**config.mk**
```make
export PLATFORM = sky130hd
export DESIGN_NAME = device_address_allow_table_flat
export DESIGN_NICKNAME = d
export VERILOG_FILES = /design/src/rtl/daat_pkg.sv /design/src/rtl/daat_cmd_if.sv /design/src/rtl/daat_rsp_if.sv /design/src/rtl/device_address_allow_table.sv /design/src/rtl/daat_datapath.sv /design/src/rtl/daat_ctrl.sv /design/src/flat_wrapper.sv
export SDC_FILE = /design/constraint.sdc
export NUM_CORES = 1
export LEC_CHECK = 0
export ABC_AREA = 0
export BUFFER_PORTS_ARGS = -buffer_cell sky130_fd_sc_hd__buf_2
export CAP_MARGIN = 20
export CORE_MARGIN = 1
export CORE_UTILIZATION = 45
export DETAILED_ROUTE_END_ITERATION = 10
export GPL_TIMING_DRIVEN = 0
export PLACE_DENSITY_LB_ADDON = 0.1
export SYNTH_ARGS = -nofsm -noshare
export SYNTH_HDL_FRONTEND = slang
export SYNTH_HIERARCHICAL = 1
export SYNTH_SLANG_ARGS = --single-unit
```
**constraint.sdc**
```tcl
create_clock -name clk_i -period 5.82 [get_ports clk_i]
set_clock_uncertainty 0.05 [all_clocks]
set_input_delay 1.164 -clock clk_i [delete_from_list [all_inputs] [get_ports clk_i]]
set_output_delay 1.164 -clock clk_i [all_outputs]
set_load 0.05 [all_outputs]
```
**src/rtl/daat_pkg.sv**
```systemverilog
// ----------------------------------------------------------------------------
// daat_pkg
// Shared types and fixed field widths for the device address allow table.
// ----------------------------------------------------------------------------
package daat_pkg;

  localparam int unsigned ADDR_W  = 48;  // device address width
  localparam int unsigned POS_W   = 4;   // position field width
  localparam int unsigned COUNT_W = 5;   // entry count field width

  typedef enum logic [1:0] {
    CMD_LOOKUP = 2'd0,
    CMD_REG    = 2'd1,
    CMD_UNREG  = 2'd2,
    CMD_SPARE  = 2'd3
  } cmd_e;

  typedef enum logic [1:0] {
    STS_OK     = 2'd0,
    STS_DUP    = 2'd1,
    STS_ABSENT = 2'd2,
    STS_FULL   = 2'd3
  } status_e;

  typedef enum logic [1:0] {
    ST_IDLE   = 2'd0,
    ST_SCAN   = 2'd1,
    ST_SHIFT  = 2'd2,
    ST_FINISH = 2'd3
  } state_e;

  // controller -> datapath
  typedef struct packed {
    logic start;   // capture item, reset scan pointers
    logic scan;    // step the search sweep
    logic shift;   // step the close-the-gap sweep
    logic finish;  // commit table update, load result register
  } ctrl_t;

  // datapath -> controller
  typedef struct packed {
    logic match;       // entry under compare equals the address
    logic need_shift;  // match on an unregister item
    logic sweep_done;  // nothing issued, nothing pending
    logic out_free;    // result register can take a new result
  } stat_t;

endpackage

```
**src/rtl/daat_cmd_if.sv**
```systemverilog
// ----------------------------------------------------------------------------
// daat_cmd_if
// Command channel: one item carries a command and a device address.
// ----------------------------------------------------------------------------
interface daat_cmd_if;
  logic                                valid;
  logic                                ready;
  daat_pkg::cmd_e                      command;
  logic [daat_pkg::ADDR_W-1:0]         device_address;

  modport source (output valid, output command, output device_address, input ready);
  modport sink   (input valid, input command, input device_address, output ready);
endinterface

```
**src/rtl/daat_rsp_if.sv**
```systemverilog
// ----------------------------------------------------------------------------
// daat_rsp_if
// Response channel: status, position and entry count for one command.
// ----------------------------------------------------------------------------
interface daat_rsp_if;
  logic                                valid;
  logic                                ready;
  daat_pkg::status_e                   status;
  logic [daat_pkg::POS_W-1:0]          position;
  logic [daat_pkg::COUNT_W-1:0]        entry_count;

  modport source (output valid, output status, output position, output entry_count,
                  input ready);
  modport sink   (input valid, input status, input position, input entry_count,
                  output ready);
endinterface

```
**src/rtl/device_address_allow_table.sv**
```systemverilog
// ----------------------------------------------------------------------------
// device_address_allow_table
// Ordered table of 48-bit device addresses with lookup, register, unregister.
// ----------------------------------------------------------------------------
// Usage:
//   cmd_i carries one item per command (command, device_address); rsp_o
//   returns exactly one item per command (status, position, entry_count),
//   in order. Both channels use valid/ready; transfer when both are high.
//   One command is worked on at a time. Each item is accepted, then the
//   stored entries are searched in order; an unregister that hits then
//   closes the gap, and the table update and result are committed last.
//   Both sweeps go through the single read port of the address memory:
//   one entry is read per cycle, first to search, then to move later
//   entries down one place. The result sits in an output register; a
//   new command is accepted and searched while the previous result still
//   waits on rsp_o. If the receiver stalls, the sequencer holds before
//   commit until the result register frees, so nothing is lost or
//   overwritten.
//   Reset clears the entry count and all handshakes; the address memory
//   is not cleared, since only entries below the count are ever used.
// ----------------------------------------------------------------------------
module device_address_allow_table #(
  parameter int unsigned MAX_ENTRIES = 16
) (
  input  logic          clk_i,
  input  logic          rst_ni,
  daat_cmd_if.sink      cmd_i,
  daat_rsp_if.source    rsp_o
);
  import daat_pkg::*;

  ctrl_t ctl;
  stat_t sts;

  // sequencer
  daat_ctrl u_ctrl (
    .clk_i      (clk_i),
    .rst_ni     (rst_ni),
    .in_valid_i (cmd_i.valid),
    .in_ready_o (cmd_i.ready),
    .stat_i     (sts),
    .ctrl_o     (ctl)
  );

  // memory, count, sweep pointers, result register
  daat_datapath #(
    .MAX_ENTRIES (MAX_ENTRIES)
  ) u_datapath (
    .clk_i            (clk_i),
    .rst_ni           (rst_ni),
    .command_i        (cmd_i.command),
    .device_address_i (cmd_i.device_address),
    .ctrl_i           (ctl),
    .stat_o           (sts),
    .out_ready_i      (rsp_o.ready),
    .out_valid_o      (rsp_o.valid),
    .status_o         (rsp_o.status),
    .position_o       (rsp_o.position),
    .entry_count_o    (rsp_o.entry_count)
  );

  // an accepted command keeps the block busy for at least the next cycle
  a_busy_after_accept: assert property (@(posedge clk_i) disable iff (!rst_ni)
    (cmd_i.valid && cmd_i.ready) |=> !cmd_i.ready)
    else $error("command accepted while previous one still in flight");

  // commit always presents a result next cycle
  a_finish_gives_result: assert property (@(posedge clk_i) disable iff (!rst_ni)
    ctl.finish |=> rsp_o.valid)
    else $error("commit did not load a result");

  // commit only when the result register is free
  a_no_overwrite: assert property (@(posedge clk_i) disable iff (!rst_ni)
    ctl.finish |-> (!rsp_o.valid || rsp_o.ready))
    else $error("result overwritten before it was taken");

  // misses and full table report position zero
  a_pos_zero_on_fail: assert property (@(posedge clk_i) disable iff (!rst_ni)
    (rsp_o.valid && (rsp_o.status == STS_ABSENT || rsp_o.status == STS_FULL))
      |-> (rsp_o.position == '0))
    else $error("nonzero position on a failed command");

endmodule

```
**src/rtl/daat_datapath.sv**
```systemverilog
// ----------------------------------------------------------------------------
// daat_datapath
// Address memory, entry count, sweep pointers and the result register.
// ----------------------------------------------------------------------------
module daat_datapath #(
  parameter int unsigned MAX_ENTRIES = 16
) (
  input  logic                          clk_i,
  input  logic                          rst_ni,
  input  daat_pkg::cmd_e                command_i,
  input  logic [daat_pkg::ADDR_W-1:0]   device_address_i,
  input  daat_pkg::ctrl_t               ctrl_i,
  output daat_pkg::stat_t               stat_o,
  input  logic                          out_ready_i,
  output logic                          out_valid_o,
  output daat_pkg::status_e             status_o,
  output logic [daat_pkg::POS_W-1:0]    position_o,
  output logic [daat_pkg::COUNT_W-1:0]  entry_count_o
);
  import daat_pkg::*;

  localparam int unsigned IDX_W = (MAX_ENTRIES > 1) ? $clog2(MAX_ENTRIES) : 1;
  localparam int unsigned CNT_W = $clog2(MAX_ENTRIES + 1);
  localparam logic [CNT_W-1:0] MAX_CNT = CNT_W'(MAX_ENTRIES);

  logic [ADDR_W-1:0] mem [MAX_ENTRIES];
  logic [ADDR_W-1:0] rd_data_q;
  logic [IDX_W-1:0]  rd_addr;
  logic              we;
  logic [IDX_W-1:0]  wa;
  logic [ADDR_W-1:0] wd;

  logic [ADDR_W-1:0] addr_q;
  cmd_e              op_q;
  logic [CNT_W-1:0]  count_q, count_d;
  logic [CNT_W-1:0]  ptr_q, ptr_d;
  logic              cmp_vld_q, cmp_vld_d;
  logic [CNT_W-1:0]  cmp_idx_q, cmp_idx_d;
  logic              hit_q, hit_d;
  logic [CNT_W-1:0]  hit_idx_q, hit_idx_d;
  logic              out_valid_q, out_valid_d;
  status_e           res_status_q, res_status_d;
  logic [POS_W-1:0]  res_pos_q, res_pos_d;
  logic [COUNT_W-1:0] res_count_q, res_count_d;

  logic              iss;
  logic              match;
  logic [CNT_W-1:0]  back_idx;

  assign iss      = (ptr_q < count_q);
  assign rd_addr  = ptr_q[IDX_W-1:0];
  assign match    = cmp_vld_q && (rd_data_q == addr_q);
  assign back_idx = cmp_idx_q - CNT_W'(1);

  always_comb begin
    count_d      = count_q;
    ptr_d        = ptr_q;
    cmp_vld_d    = cmp_vld_q;
    cmp_idx_d    = cmp_idx_q;
    hit_d        = hit_q;
    hit_idx_d    = hit_idx_q;
    out_valid_d  = out_valid_q;
    res_status_d = res_status_q;
    res_pos_d    = res_pos_q;
    res_count_d  = res_count_q;
    we           = 1'b0;
    wa           = count_q[IDX_W-1:0];
    wd           = addr_q;

    if (ctrl_i.start) begin
      ptr_d     = '0;
      cmp_vld_d = 1'b0;
      hit_d     = 1'b0;
    end

    if (ctrl_i.scan) begin
      if (match) begin
        hit_d     = 1'b1;
        hit_idx_d = cmp_idx_q;
        ptr_d     = cmp_idx_q + CNT_W'(1);  // shift starts one past the hit
        cmp_vld_d = 1'b0;
      end else begin
        cmp_vld_d = iss;
        cmp_idx_d = ptr_q;
        ptr_d     = ptr_q + CNT_W'(iss);
      end
    end

    if (ctrl_i.shift) begin
      cmp_vld_d = iss;
      cmp_idx_d = ptr_q;
      ptr_d     = ptr_q + CNT_W'(iss);
      if (cmp_vld_q) begin
        we = 1'b1;
        wa = back_idx[IDX_W-1:0];
        wd = rd_data_q;
      end
    end

    if (ctrl_i.finish) begin
      out_valid_d = 1'b1;
      case (op_q)
        CMD_REG: begin
          if (hit_q) begin
            res_status_d = STS_DUP;
            res_pos_d    = POS_W'(hit_idx_q);
          end else if (count_q == MAX_CNT) begin
            res_status_d = STS_FULL;
            res_pos_d    = '0;
          end else begin
            we           = 1'b1;
            wa           = count_q[IDX_W-1:0];
            wd           = addr_q;
            count_d      = count_q + CNT_W'(1);
            res_status_d = STS_OK;
            res_pos_d    = POS_W'(count_q);
          end
        end
        CMD_UNREG: begin
          if (hit_q) begin
            count_d      = count_q - CNT_W'(1);
            res_status_d = STS_OK;
            res_pos_d    = POS_W'(hit_idx_q);
          end else begin
            res_status_d = STS_ABSENT;
            res_pos_d    = '0;
          end
        end
        default: begin
          res_status_d = hit_q ? STS_OK : STS_ABSENT;
          res_pos_d    = hit_q ? POS_W'(hit_idx_q) : '0;
        end
      endcase
      res_count_d = COUNT_W'(count_d);
    end else if (out_ready_i) begin
      out_valid_d = 1'b0;
    end
  end

  // memory: one write port, one registered read port
  always_ff @(posedge clk_i) begin
    if (we) begin
      mem[wa] <= wd;
    end
    rd_data_q <= mem[rd_addr];
  end

  always_ff @(posedge clk_i) begin
    if (ctrl_i.start) begin
      addr_q <= device_address_i;
      op_q   <= command_i;
    end
    cmp_idx_q    <= cmp_idx_d;
    hit_idx_q    <= hit_idx_d;
    res_status_q <= res_status_d;
    res_pos_q    <= res_pos_d;
    res_count_q  <= res_count_d;
  end

  always_ff @(posedge clk_i or negedge rst_ni) begin
    if (!rst_ni) begin
      count_q     <= '0;
      ptr_q       <= '0;
      cmp_vld_q   <= 1'b0;
      hit_q       <= 1'b0;
      out_valid_q <= 1'b0;
    end else begin
      count_q     <= count_d;
      ptr_q       <= ptr_d;
      cmp_vld_q   <= cmp_vld_d;
      hit_q       <= hit_d;
      out_valid_q <= out_valid_d;
    end
  end

  assign stat_o.match      = match;
  assign stat_o.need_shift = match && (op_q == CMD_UNREG);
  assign stat_o.sweep_done = !cmp_vld_q && !iss;
  assign stat_o.out_free   = !out_valid_q || out_ready_i;

  assign out_valid_o   = out_valid_q;
  assign status_o      = res_status_q;
  assign position_o    = res_pos_q;
  assign entry_count_o = res_count_q;

endmodule

```
**src/rtl/daat_ctrl.sv**
```systemverilog
// ----------------------------------------------------------------------------
// daat_ctrl
// Sequencer: accept, search sweep, optional gap-closing sweep, commit.
// ----------------------------------------------------------------------------
module daat_ctrl (
  input  logic            clk_i,
  input  logic            rst_ni,
  input  logic            in_valid_i,
  output logic            in_ready_o,
  input  daat_pkg::stat_t stat_i,
  output daat_pkg::ctrl_t ctrl_o
);
  import daat_pkg::*;

  state_e state_q, state_d;

  always_ff @(posedge clk_i or negedge rst_ni) begin
    if (!rst_ni) begin
      state_q <= ST_IDLE;
    end else begin
      state_q <= state_d;
    end
  end

  always_comb begin
    state_d    = state_q;
    ctrl_o     = '0;
    in_ready_o = 1'b0;
    case (state_q)
      ST_IDLE: begin
        in_ready_o = 1'b1;
        if (in_valid_i) begin
          ctrl_o.start = 1'b1;
          state_d      = ST_SCAN;
        end
      end
      ST_SCAN: begin
        ctrl_o.scan = 1'b1;
        if (stat_i.match) begin
          state_d = stat_i.need_shift ? ST_SHIFT : ST_FINISH;
        end else if (stat_i.sweep_done) begin
          state_d = ST_FINISH;
        end
      end
      ST_SHIFT: begin
        ctrl_o.shift = 1'b1;
        if (stat_i.sweep_done) begin
          state_d = ST_FINISH;
        end
      end
      ST_FINISH: begin
        if (stat_i.out_free) begin
          ctrl_o.finish = 1'b1;
          state_d       = ST_IDLE;
        end
      end
      default: begin
        state_d = ST_IDLE;
      end
    endcase
  end

endmodule

```
**src/flat_wrapper.sv**
```systemverilog
// flat-port wrapper written by rule: the top's interface ports become plain ports
module device_address_allow_table_flat import daat_pkg::*;
#(
  parameter int unsigned MAX_ENTRIES = 16
)
  (clk_i, rst_ni, cmd_i_valid, cmd_i_command, cmd_i_device_address, cmd_i_ready, rsp_o_valid, rsp_o_status, rsp_o_position, rsp_o_entry_count, rsp_o_ready);
  daat_cmd_if cmd_i_i ();
  daat_rsp_if rsp_o_i ();
  input  logic clk_i;
  input  logic rst_ni;
  input wire logic [$bits(cmd_i_i.valid)-1:0] cmd_i_valid;
  input wire logic [$bits(cmd_i_i.command)-1:0] cmd_i_command;
  input wire logic [$bits(cmd_i_i.device_address)-1:0] cmd_i_device_address;
  output wire logic [$bits(cmd_i_i.ready)-1:0] cmd_i_ready;
  output wire logic [$bits(rsp_o_i.valid)-1:0] rsp_o_valid;
  output wire logic [$bits(rsp_o_i.status)-1:0] rsp_o_status;
  output wire logic [$bits(rsp_o_i.position)-1:0] rsp_o_position;
  output wire logic [$bits(rsp_o_i.entry_count)-1:0] rsp_o_entry_count;
  input wire logic [$bits(rsp_o_i.ready)-1:0] rsp_o_ready;
  assign cmd_i_i.valid = cmd_i_valid;
  assign cmd_i_i.command = cmd_i_command;
  assign cmd_i_i.device_address = cmd_i_device_address;
  assign cmd_i_ready = cmd_i_i.ready;
  assign rsp_o_valid = rsp_o_i.valid;
  assign rsp_o_status = rsp_o_i.status;
  assign rsp_o_position = rsp_o_i.position;
  assign rsp_o_entry_count = rsp_o_i.entry_count;
  assign rsp_o_i.ready = rsp_o_ready;
  device_address_allow_table #(.MAX_ENTRIES(MAX_ENTRIES)) u_core (.clk_i(clk_i), .rst_ni(rst_ni), .cmd_i(cmd_i_i), .rsp_o(rsp_o_i));
endmodule
```
# --- Word level (Yosys, flattened, before mapping) ---
# Memory sizes are Yosys's and may differ from the RTL's. A register that Yosys moved wholly into a read port is not among the register bits.
# Index checks and enable logic that the tools add are counted.
word_totals:
  in_bits: 54
  n_memories: 1
  mem_bits_rw: 768
  regBits: 85
  word_cells: 105
memory_table:
  columns: ["name", "depth", "width", "read_ports", "rd_ports_with_merged_regs", "wr", "line", "source"]
  rows:
  - ["u_core.u_datapath.mem", 16, 48, 1, 1, 1, "daat_datapath.sv:26", "logic [ADDR_W-1:0] mem [MAX_ENTRIES];"]
op_classes:
  n_lt_le_gt_ge: 1
  n_eq_ne: 10
  n_reduce_logical: 14
  muxes: 61
  n_addsub: 5
ops:
  columns: ["op", "n"]
  rows:
  - ["$mux 48", 6]
  - ["$mux 5", 10]
  - ["$eq 48x48->1", 1]
  - ["$mux 4", 10]
  - ["$mux 1", 25]
  - ["$mux 2", 8]
  - ["$add 5x1->5 const B", 2]
  - ["$pmux 5 s2", 1]
  - ["$pmux 2 s4", 1]
  - ["$eq 2x2->1 const B", 3]
  - ["$reduce_and 2->1", 3]
  - ["$add 5x1->5", 1]
  - ["$eq 5x5->1 const B", 1]
  - ["$lt 5x5->1", 1]
  - ["$sub 5x1->5 const B", 1]
  - ["$eq 2x1->1 const B", 2]
  - ["$ne 2x1->1 const B", 2]
  - ["$reduce_bool 2->1", 2]
  - ["$sub 4x1->4 const B", 1]
  - ["$logic_and 1x1->1", 3]
  - ["$logic_not 1->1", 3]
  - ["$reduce_bool 3->1", 1]
  - ["$logic_not 2->1", 1]
  - ["$ne 2x2->1 const B", 1]
  - ["$logic_or 1x1->1", 1]

# --- Depth between registers and ports, before layout ---
depth:
  ltp_word: 9
  ltp_mapped: 13
  depth_no_buf: 12

# --- Modules after synthesis ---
# The synthesis kept the hierarchy.
by_module_without_submodules:
  columns: ["mod", "cells_each", "n_inst", "area_per_inst_um2", "seq_area_each_um2"]
  rows:
  - ["daat_datapath", 1499, 1, 34389.2, 26450.4]
  - ["daat_ctrl", 13, 1, 132.6, 50.0]

# --- Worst setup path after synthesis ---
# Ideal clock, no wire load.
synth_path:
  kind: "input to register"
  startpoint: "input rsp_o_ready"
  endpoint: "memory u_core.u_datapath.mem[12][0] (enable)"
  stages: 10
  setup_time_ns: 0.513
  path_slack_ns: -0.997
  t_arrival_ns: 6.254
  n_path_buf: 2
  required_time_ns: 5.257
  path_cell_list: "nand2b_1 -> and3_1 -> clkbuf_1 -> nand2_1 -> nor3_4 -> or2_1 -> buf_6 -> nand2_2 -> o21a_1 -> nor3_1"
synth_rtl:
  columns: ["item", "line", "source"]
  rows:
  - ["from (decl)", "flat_wrapper.sv:19", "input wire logic [$bits(rsp_o_i.ready)-1:0] rsp_o_ready;"]
  - ["to (decl)", "daat_datapath.sv:26", null]

==> impl_metrics.sql <==
INSERT INTO impl_metrics (metric_group, metric, value, unit) VALUES
('synthesis', 'main_combinational_cell_family_by_area_after_synthesis', 'multiplexers', ''),
('layout', 'postLayoutCoreUtil', '53.8', '%'),
('synthesis', 'syn_area_per_cell', '22.8', 'um^2'),
('synthesis', 'syn_nets', '1580', ''),
('run_status', 'run_status', 'finished clean', ''),
('critical_path', 'critical_path.n_buffers_inverters', '7', ''),
('clocking', 'post_cts.repair.setup_buffers', '0', ''),
('layout', 'antenna_cells_inserted', '0', ''),
('synthesis', 'async_reset_ff_share', '1.66', '%'),
('synthesis', 'synth_edf_count', '838', ''),
('synthesis', 'synth-adder-area-share', '0.507', '%'),
('critical_path', 'crit_path_max_incr_delay', '0.73', 'ns'),
('layout', 'areaGrowthSynthToFinish', '18.3', '%'),
('synthesis', 'postSynthRegisterBits', '901', ''),
('critical_path', 'arrival_time_at_the_worst_endpoint', '5.10', 'ns'),
('critical_path', 'timing.reg2reg.setup_slack', '1.26', 'ns'),
('sta', 'slew_violations', '0', ''),
('global_routing', 'grt_first_pass_wirelength', '123', 'mm'),
('synthesis', 'synth-compound-area-share', '1.06', '%'),
('power_and_ir_drop', 'power-per-cell-area', '462', 'nW/um^2'),
('route', 'post-route-drc-count', '0', ''),
('floorplanning', 'initial_utilization', '45.5', '%'),
('global_routing', 'grt_start_max_net_pins', '37', ''),
('floorplanning', 'floorplan.rows', '101', ''),
('placed_design', 'placed_area', '37800', 'um^2'),
('critical_path', 'startpoint_class_of_the_critical_path', 'input port', ''),
('critical_path', 'crit_path_cell_trace', 'buf_2, nand2b_1, and3_1, clkbuf_1, nand2_1, nor3_4, or2_1, buf_6, nand2_2, o21a_1, nor3_2, buf_8, buf_6, buf_6, buf_6', ''),
('power_and_ir_drop', 'clkPwrFrac', '31.2', '%'),
('clocking', 'postCtsHoldBufs', '0', ''),
('sta', 'max_slew_margin', '28.6', '%'),
('power_and_ir_drop', 'leakagePower', '13.1', 'nW'),
('critical_path', 'worstSetupPathType', 'input port to register', ''),
('synthesis', 'synth_top_cell_by_area', 'sky130_fd_sc_hd__edfxtp_1', ''),
('sta', 'hold_slack', '0.405', 'ns'),
('sta', 'worstMarginPinSlew', '1.07', 'ns'),
('route', 'route.detailed.vias_per_inst', '5.69', ''),
('clocking', 'ctsLongestPathBuffers', '3', ''),
('layout', 'finish.cell_count_without_fillers', '2894', ''),
('sta', 'achievable-frequency', '208', 'MHz'),
('placed_design', 'globalplace.congestion', '0.801', ''),
('placed_design', 'hpwl', '58.2', 'mm'),
('route', 'via_count', '16500', ''),
('power_and_ir_drop', 'power.share.combinational', '25.8', '%'),
('floorplanning', 'dieWidth', '279', 'um'),
('synthesis', 'synthesis.yosys.warnings', '6', ''),
('clocking', 'htree_num_levels', '3', ''),
('synthesis', 'distinct_cells_synth', '51', ''),
('sta', 'unrepaired_setup_endpoints_after_global_routing', 'no', ''),
('clocking', 'cts.clk_slew.worst_paths', '0.06', 'ns'),
('critical_path', 'startpoint', 'rsp_o_ready', ''),
('placed_design', 'port_buffers', '66', ''),
('critical_path', 'cp_slowest_cell', 'sky130_fd_sc_hd__nor3_2', ''),
('clocking', 'post_cts_resize_count', '0', ''),
('synthesis', 'main_synth_ff_type', 'sky130_fd_sc_hd__edfxtp_1', ''),
('power_and_ir_drop', 'power.switching_fraction', '28.7', '%'),
('layout', 'post-route-cell-area', '40800', 'um^2'),
('critical_path', 'crit_path_frequent_cell', 'sky130_fd_sc_hd__buf_6', ''),
('global_routing', 'grt-ovfl-total', '0', ''),
('synthesis', 'synth_cells', '1512', ''),
('clocking', 'numClockSinks', '901', ''),
('power_and_ir_drop', 'p_total', '18.9', 'mW'),
('critical_path', 'endpoint_required_time_on_the_critical_path', '6.11', 'ns'),
('hold_path', 'hold_class', 'input port to async pin', ''),
('synthesis', 'synth.area.mux_share', '17.5', '%'),
('global_routing', 'first_global_vias', '16900', ''),
('clocking', 'clock_insertion_delay_worst_skew', '0.64', 'ns'),
('route', 'drt-wirelength-per-cell', '29.6', 'um'),
('global_routing', 'initial_antenna_violation_count', '2', ''),
('power_and_ir_drop', 'power_switching', '5.42', 'mW'),
('placed_design', 'dpl.cell_count', '2719', ''),
('sta', 'setup_viol', '0', '');
per-layer routing:
layer | wire [um] | GRT usage, % | up-vias
li1 | - | - | 6906
met1 | 35600 | 31.0 | 8887
met2 | 42700 | 37.5 | 571
met3 | 5280 | 4.46 | 113
met4 | 1990 | 5.82 | 2
met5 | 13 | 0 | -
power by group through the flow:
stage          Clock, mW  Sequential [mW]  Combinational [mW]
4_1_cts             6.02             8.11                5.00
3_3_place_gp           0             8.27                4.76
6_report            5.88             8.11                4.88
5_1_grt             6.25             8.16                5.23
2_1_floorplan          0             8.24                3.20
3_5_place_dp           0             8.25                4.98
worst reg2reg max path, stage by stage, from the launching register on:
cell and delay (ns):
sky130_fd_sc_hd__dfrtp_1 0.37, sky130_fd_sc_hd__nand2b_1 0.13, sky130_fd_sc_hd__and3_1 0.53, sky130_fd_sc_hd__clkbuf_1 0.43, sky130_fd_sc_hd__nand2_1 0.19, sky130_fd_sc_hd__nor3_4 0.29, sky130_fd_sc_hd__or2_1 0.18, sky130_fd_sc_hd__buf_6 0.20
sky130_fd_sc_hd__nand2_2 0.11, sky130_fd_sc_hd__o21a_1 0.25, sky130_fd_sc_hd__nor3_2 0.73, sky130_fd_sc_hd__buf_8 0.25, sky130_fd_sc_hd__buf_6 0.18, sky130_fd_sc_hd__buf_6 0.18, sky130_fd_sc_hd__buf_6 0.19
how the worst min path moves through the flow:
stage | startpoint | end | slack, ns
floorplan | u_core/u_datapath/ptr_q[2] | u_core/u_datapath/cmp_idx_q[2] | 0.40
global placement | u_core/u_datapath/ptr_q[0] | u_core/u_datapath/cmp_idx_q[0] | 0.43
detailed placement | u_core/u_datapath/ptr_q[0] | u_core/u_datapath/cmp_idx_q[0] | 0.42
CTS | rst_ni | u_core/u_datapath/count_q[0] | 0.39
global route | rst_ni | u_core/u_datapath/count_q[0] | 0.41
finish | rst_ni | u_core/u_datapath/ptr_q[2] | 0.41
cell usage in the layout, fill, tap and decap left out, drive strengths merged, types with 2 or more instances in the layout:
cell type | Yosys | routed
nor4 | 5 | 5
o21a | 3 | 3
xnor2 | 49 | 49
bufinv | 0 | 5
o32a | 2 | 2
nand3 | 9 | 9
nor3 | 26 | 26
buf | 33 | 210
o21ai | 16 | 16
a221o | 2 | 2
edfxtp | 838 | 838
nor2b | 5 | 5
a22oi | 4 | 4
nor2 | 16 | 16
xor2 | 6 | 6
o221ai | 2 | 2
ha | 14 | 14
nand2b | 6 | 6
clkbuf | 39 | 177
dfxtp | 48 | 48
clkinvlp | 0 | 4
nand4 | 11 | 11
inv | 19 | 21
a22o | 3 | 3
a31oi | 3 | 3
dfrtp | 15 | 15
o31ai | 3 | 3
mux2 | 51 | 51
or2 | 2 | 2
clkinv | 0 | 26
mux4 | 241 | 241
a21oi | 7 | 7
mux2i | 4 | 4
nand2 | 19 | 19
cell families after synthesis:
family,after synthesis
AO/OA/AOI/OAI,52
AND/OR/NAND/NOR,103
multiplexers,296
flip-flops,901
adder cells (fa/ha/maj),14
buffers and inverters,91
XOR/XNOR,55
cells in the mapped netlist (2+ instances only):
| master | number |
|---|---|
| sky130_fd_sc_hd__xor2_1 | 6 |
| sky130_fd_sc_hd__xnor2_1 | 49 |
| sky130_fd_sc_hd__a22o_1 | 3 |
| sky130_fd_sc_hd__nand4_1 | 11 |
| sky130_fd_sc_hd__ha_1 | 14 |
| sky130_fd_sc_hd__a221o_1 | 2 |
| sky130_fd_sc_hd__buf_1 | 2 |
| sky130_fd_sc_hd__buf_4 | 6 |
| sky130_fd_sc_hd__nor2_1 | 16 |
| sky130_fd_sc_hd__nor2b_1 | 4 |
| sky130_fd_sc_hd__edfxtp_1 | 838 |
| sky130_fd_sc_hd__dfxtp_1 | 48 |
| sky130_fd_sc_hd__nand2_1 | 18 |
| sky130_fd_sc_hd__mux4_2 | 241 |
| sky130_fd_sc_hd__a22oi_1 | 4 |
| sky130_fd_sc_hd__nor3_1 | 25 |
| sky130_fd_sc_hd__o31ai_1 | 3 |
| sky130_fd_sc_hd__o21a_1 | 3 |
| sky130_fd_sc_hd__buf_2 | 22 |
| sky130_fd_sc_hd__o221ai_1 | 2 |
| sky130_fd_sc_hd__dfrtp_1 | 15 |
| sky130_fd_sc_hd__nand3_1 | 9 |
| sky130_fd_sc_hd__mux2i_1 | 4 |
| sky130_fd_sc_hd__nand2b_1 | 6 |
| sky130_fd_sc_hd__or2_1 | 2 |
| sky130_fd_sc_hd__inv_1 | 19 |
| sky130_fd_sc_hd__clkbuf_1 | 39 |
| sky130_fd_sc_hd__mux2_1 | 47 |
| sky130_fd_sc_hd__buf_6 | 3 |
| sky130_fd_sc_hd__o21ai_0 | 14 |
| sky130_fd_sc_hd__a21oi_1 | 7 |
| sky130_fd_sc_hd__o32a_1 | 2 |
| sky130_fd_sc_hd__mux2_2 | 4 |
| sky130_fd_sc_hd__nor4_1 | 5 |
| sky130_fd_sc_hd__a31oi_1 | 3 |
sequential cells by signal, indices dropped and copies added, names as in the netlist, 5 cells and up:
| name | cells |
|---|---|
| u_core/u_datapath/mem | 768 |
| u_core/u_datapath/addr_q | 48 |
| u_core/u_datapath/rd_data_q | 48 |
| u_core/u_datapath/cmp_idx_q | 5 |
| u_core/u_datapath/count_q | 5 |
| u_core/u_datapath/entry_count_o | 5 |
| u_core/u_datapath/ptr_q | 5 |
cell type report:
cell class | instances | area, um^2
Buffer | 72 | 343
Clock buffer | 138 | 2720
Clock inverter | 37 | 328
Fill cell | 5870 | 35100
Inverter | 19 | 71.3
Multi-Input combinational cell | 520 | 7710
Sequential cell | 901 | 26500
Tap cell | 1030 | 1290
Timing Repair Buffer | 177 | 1860
Note: power is estimated with default switching activity, not from simulation.
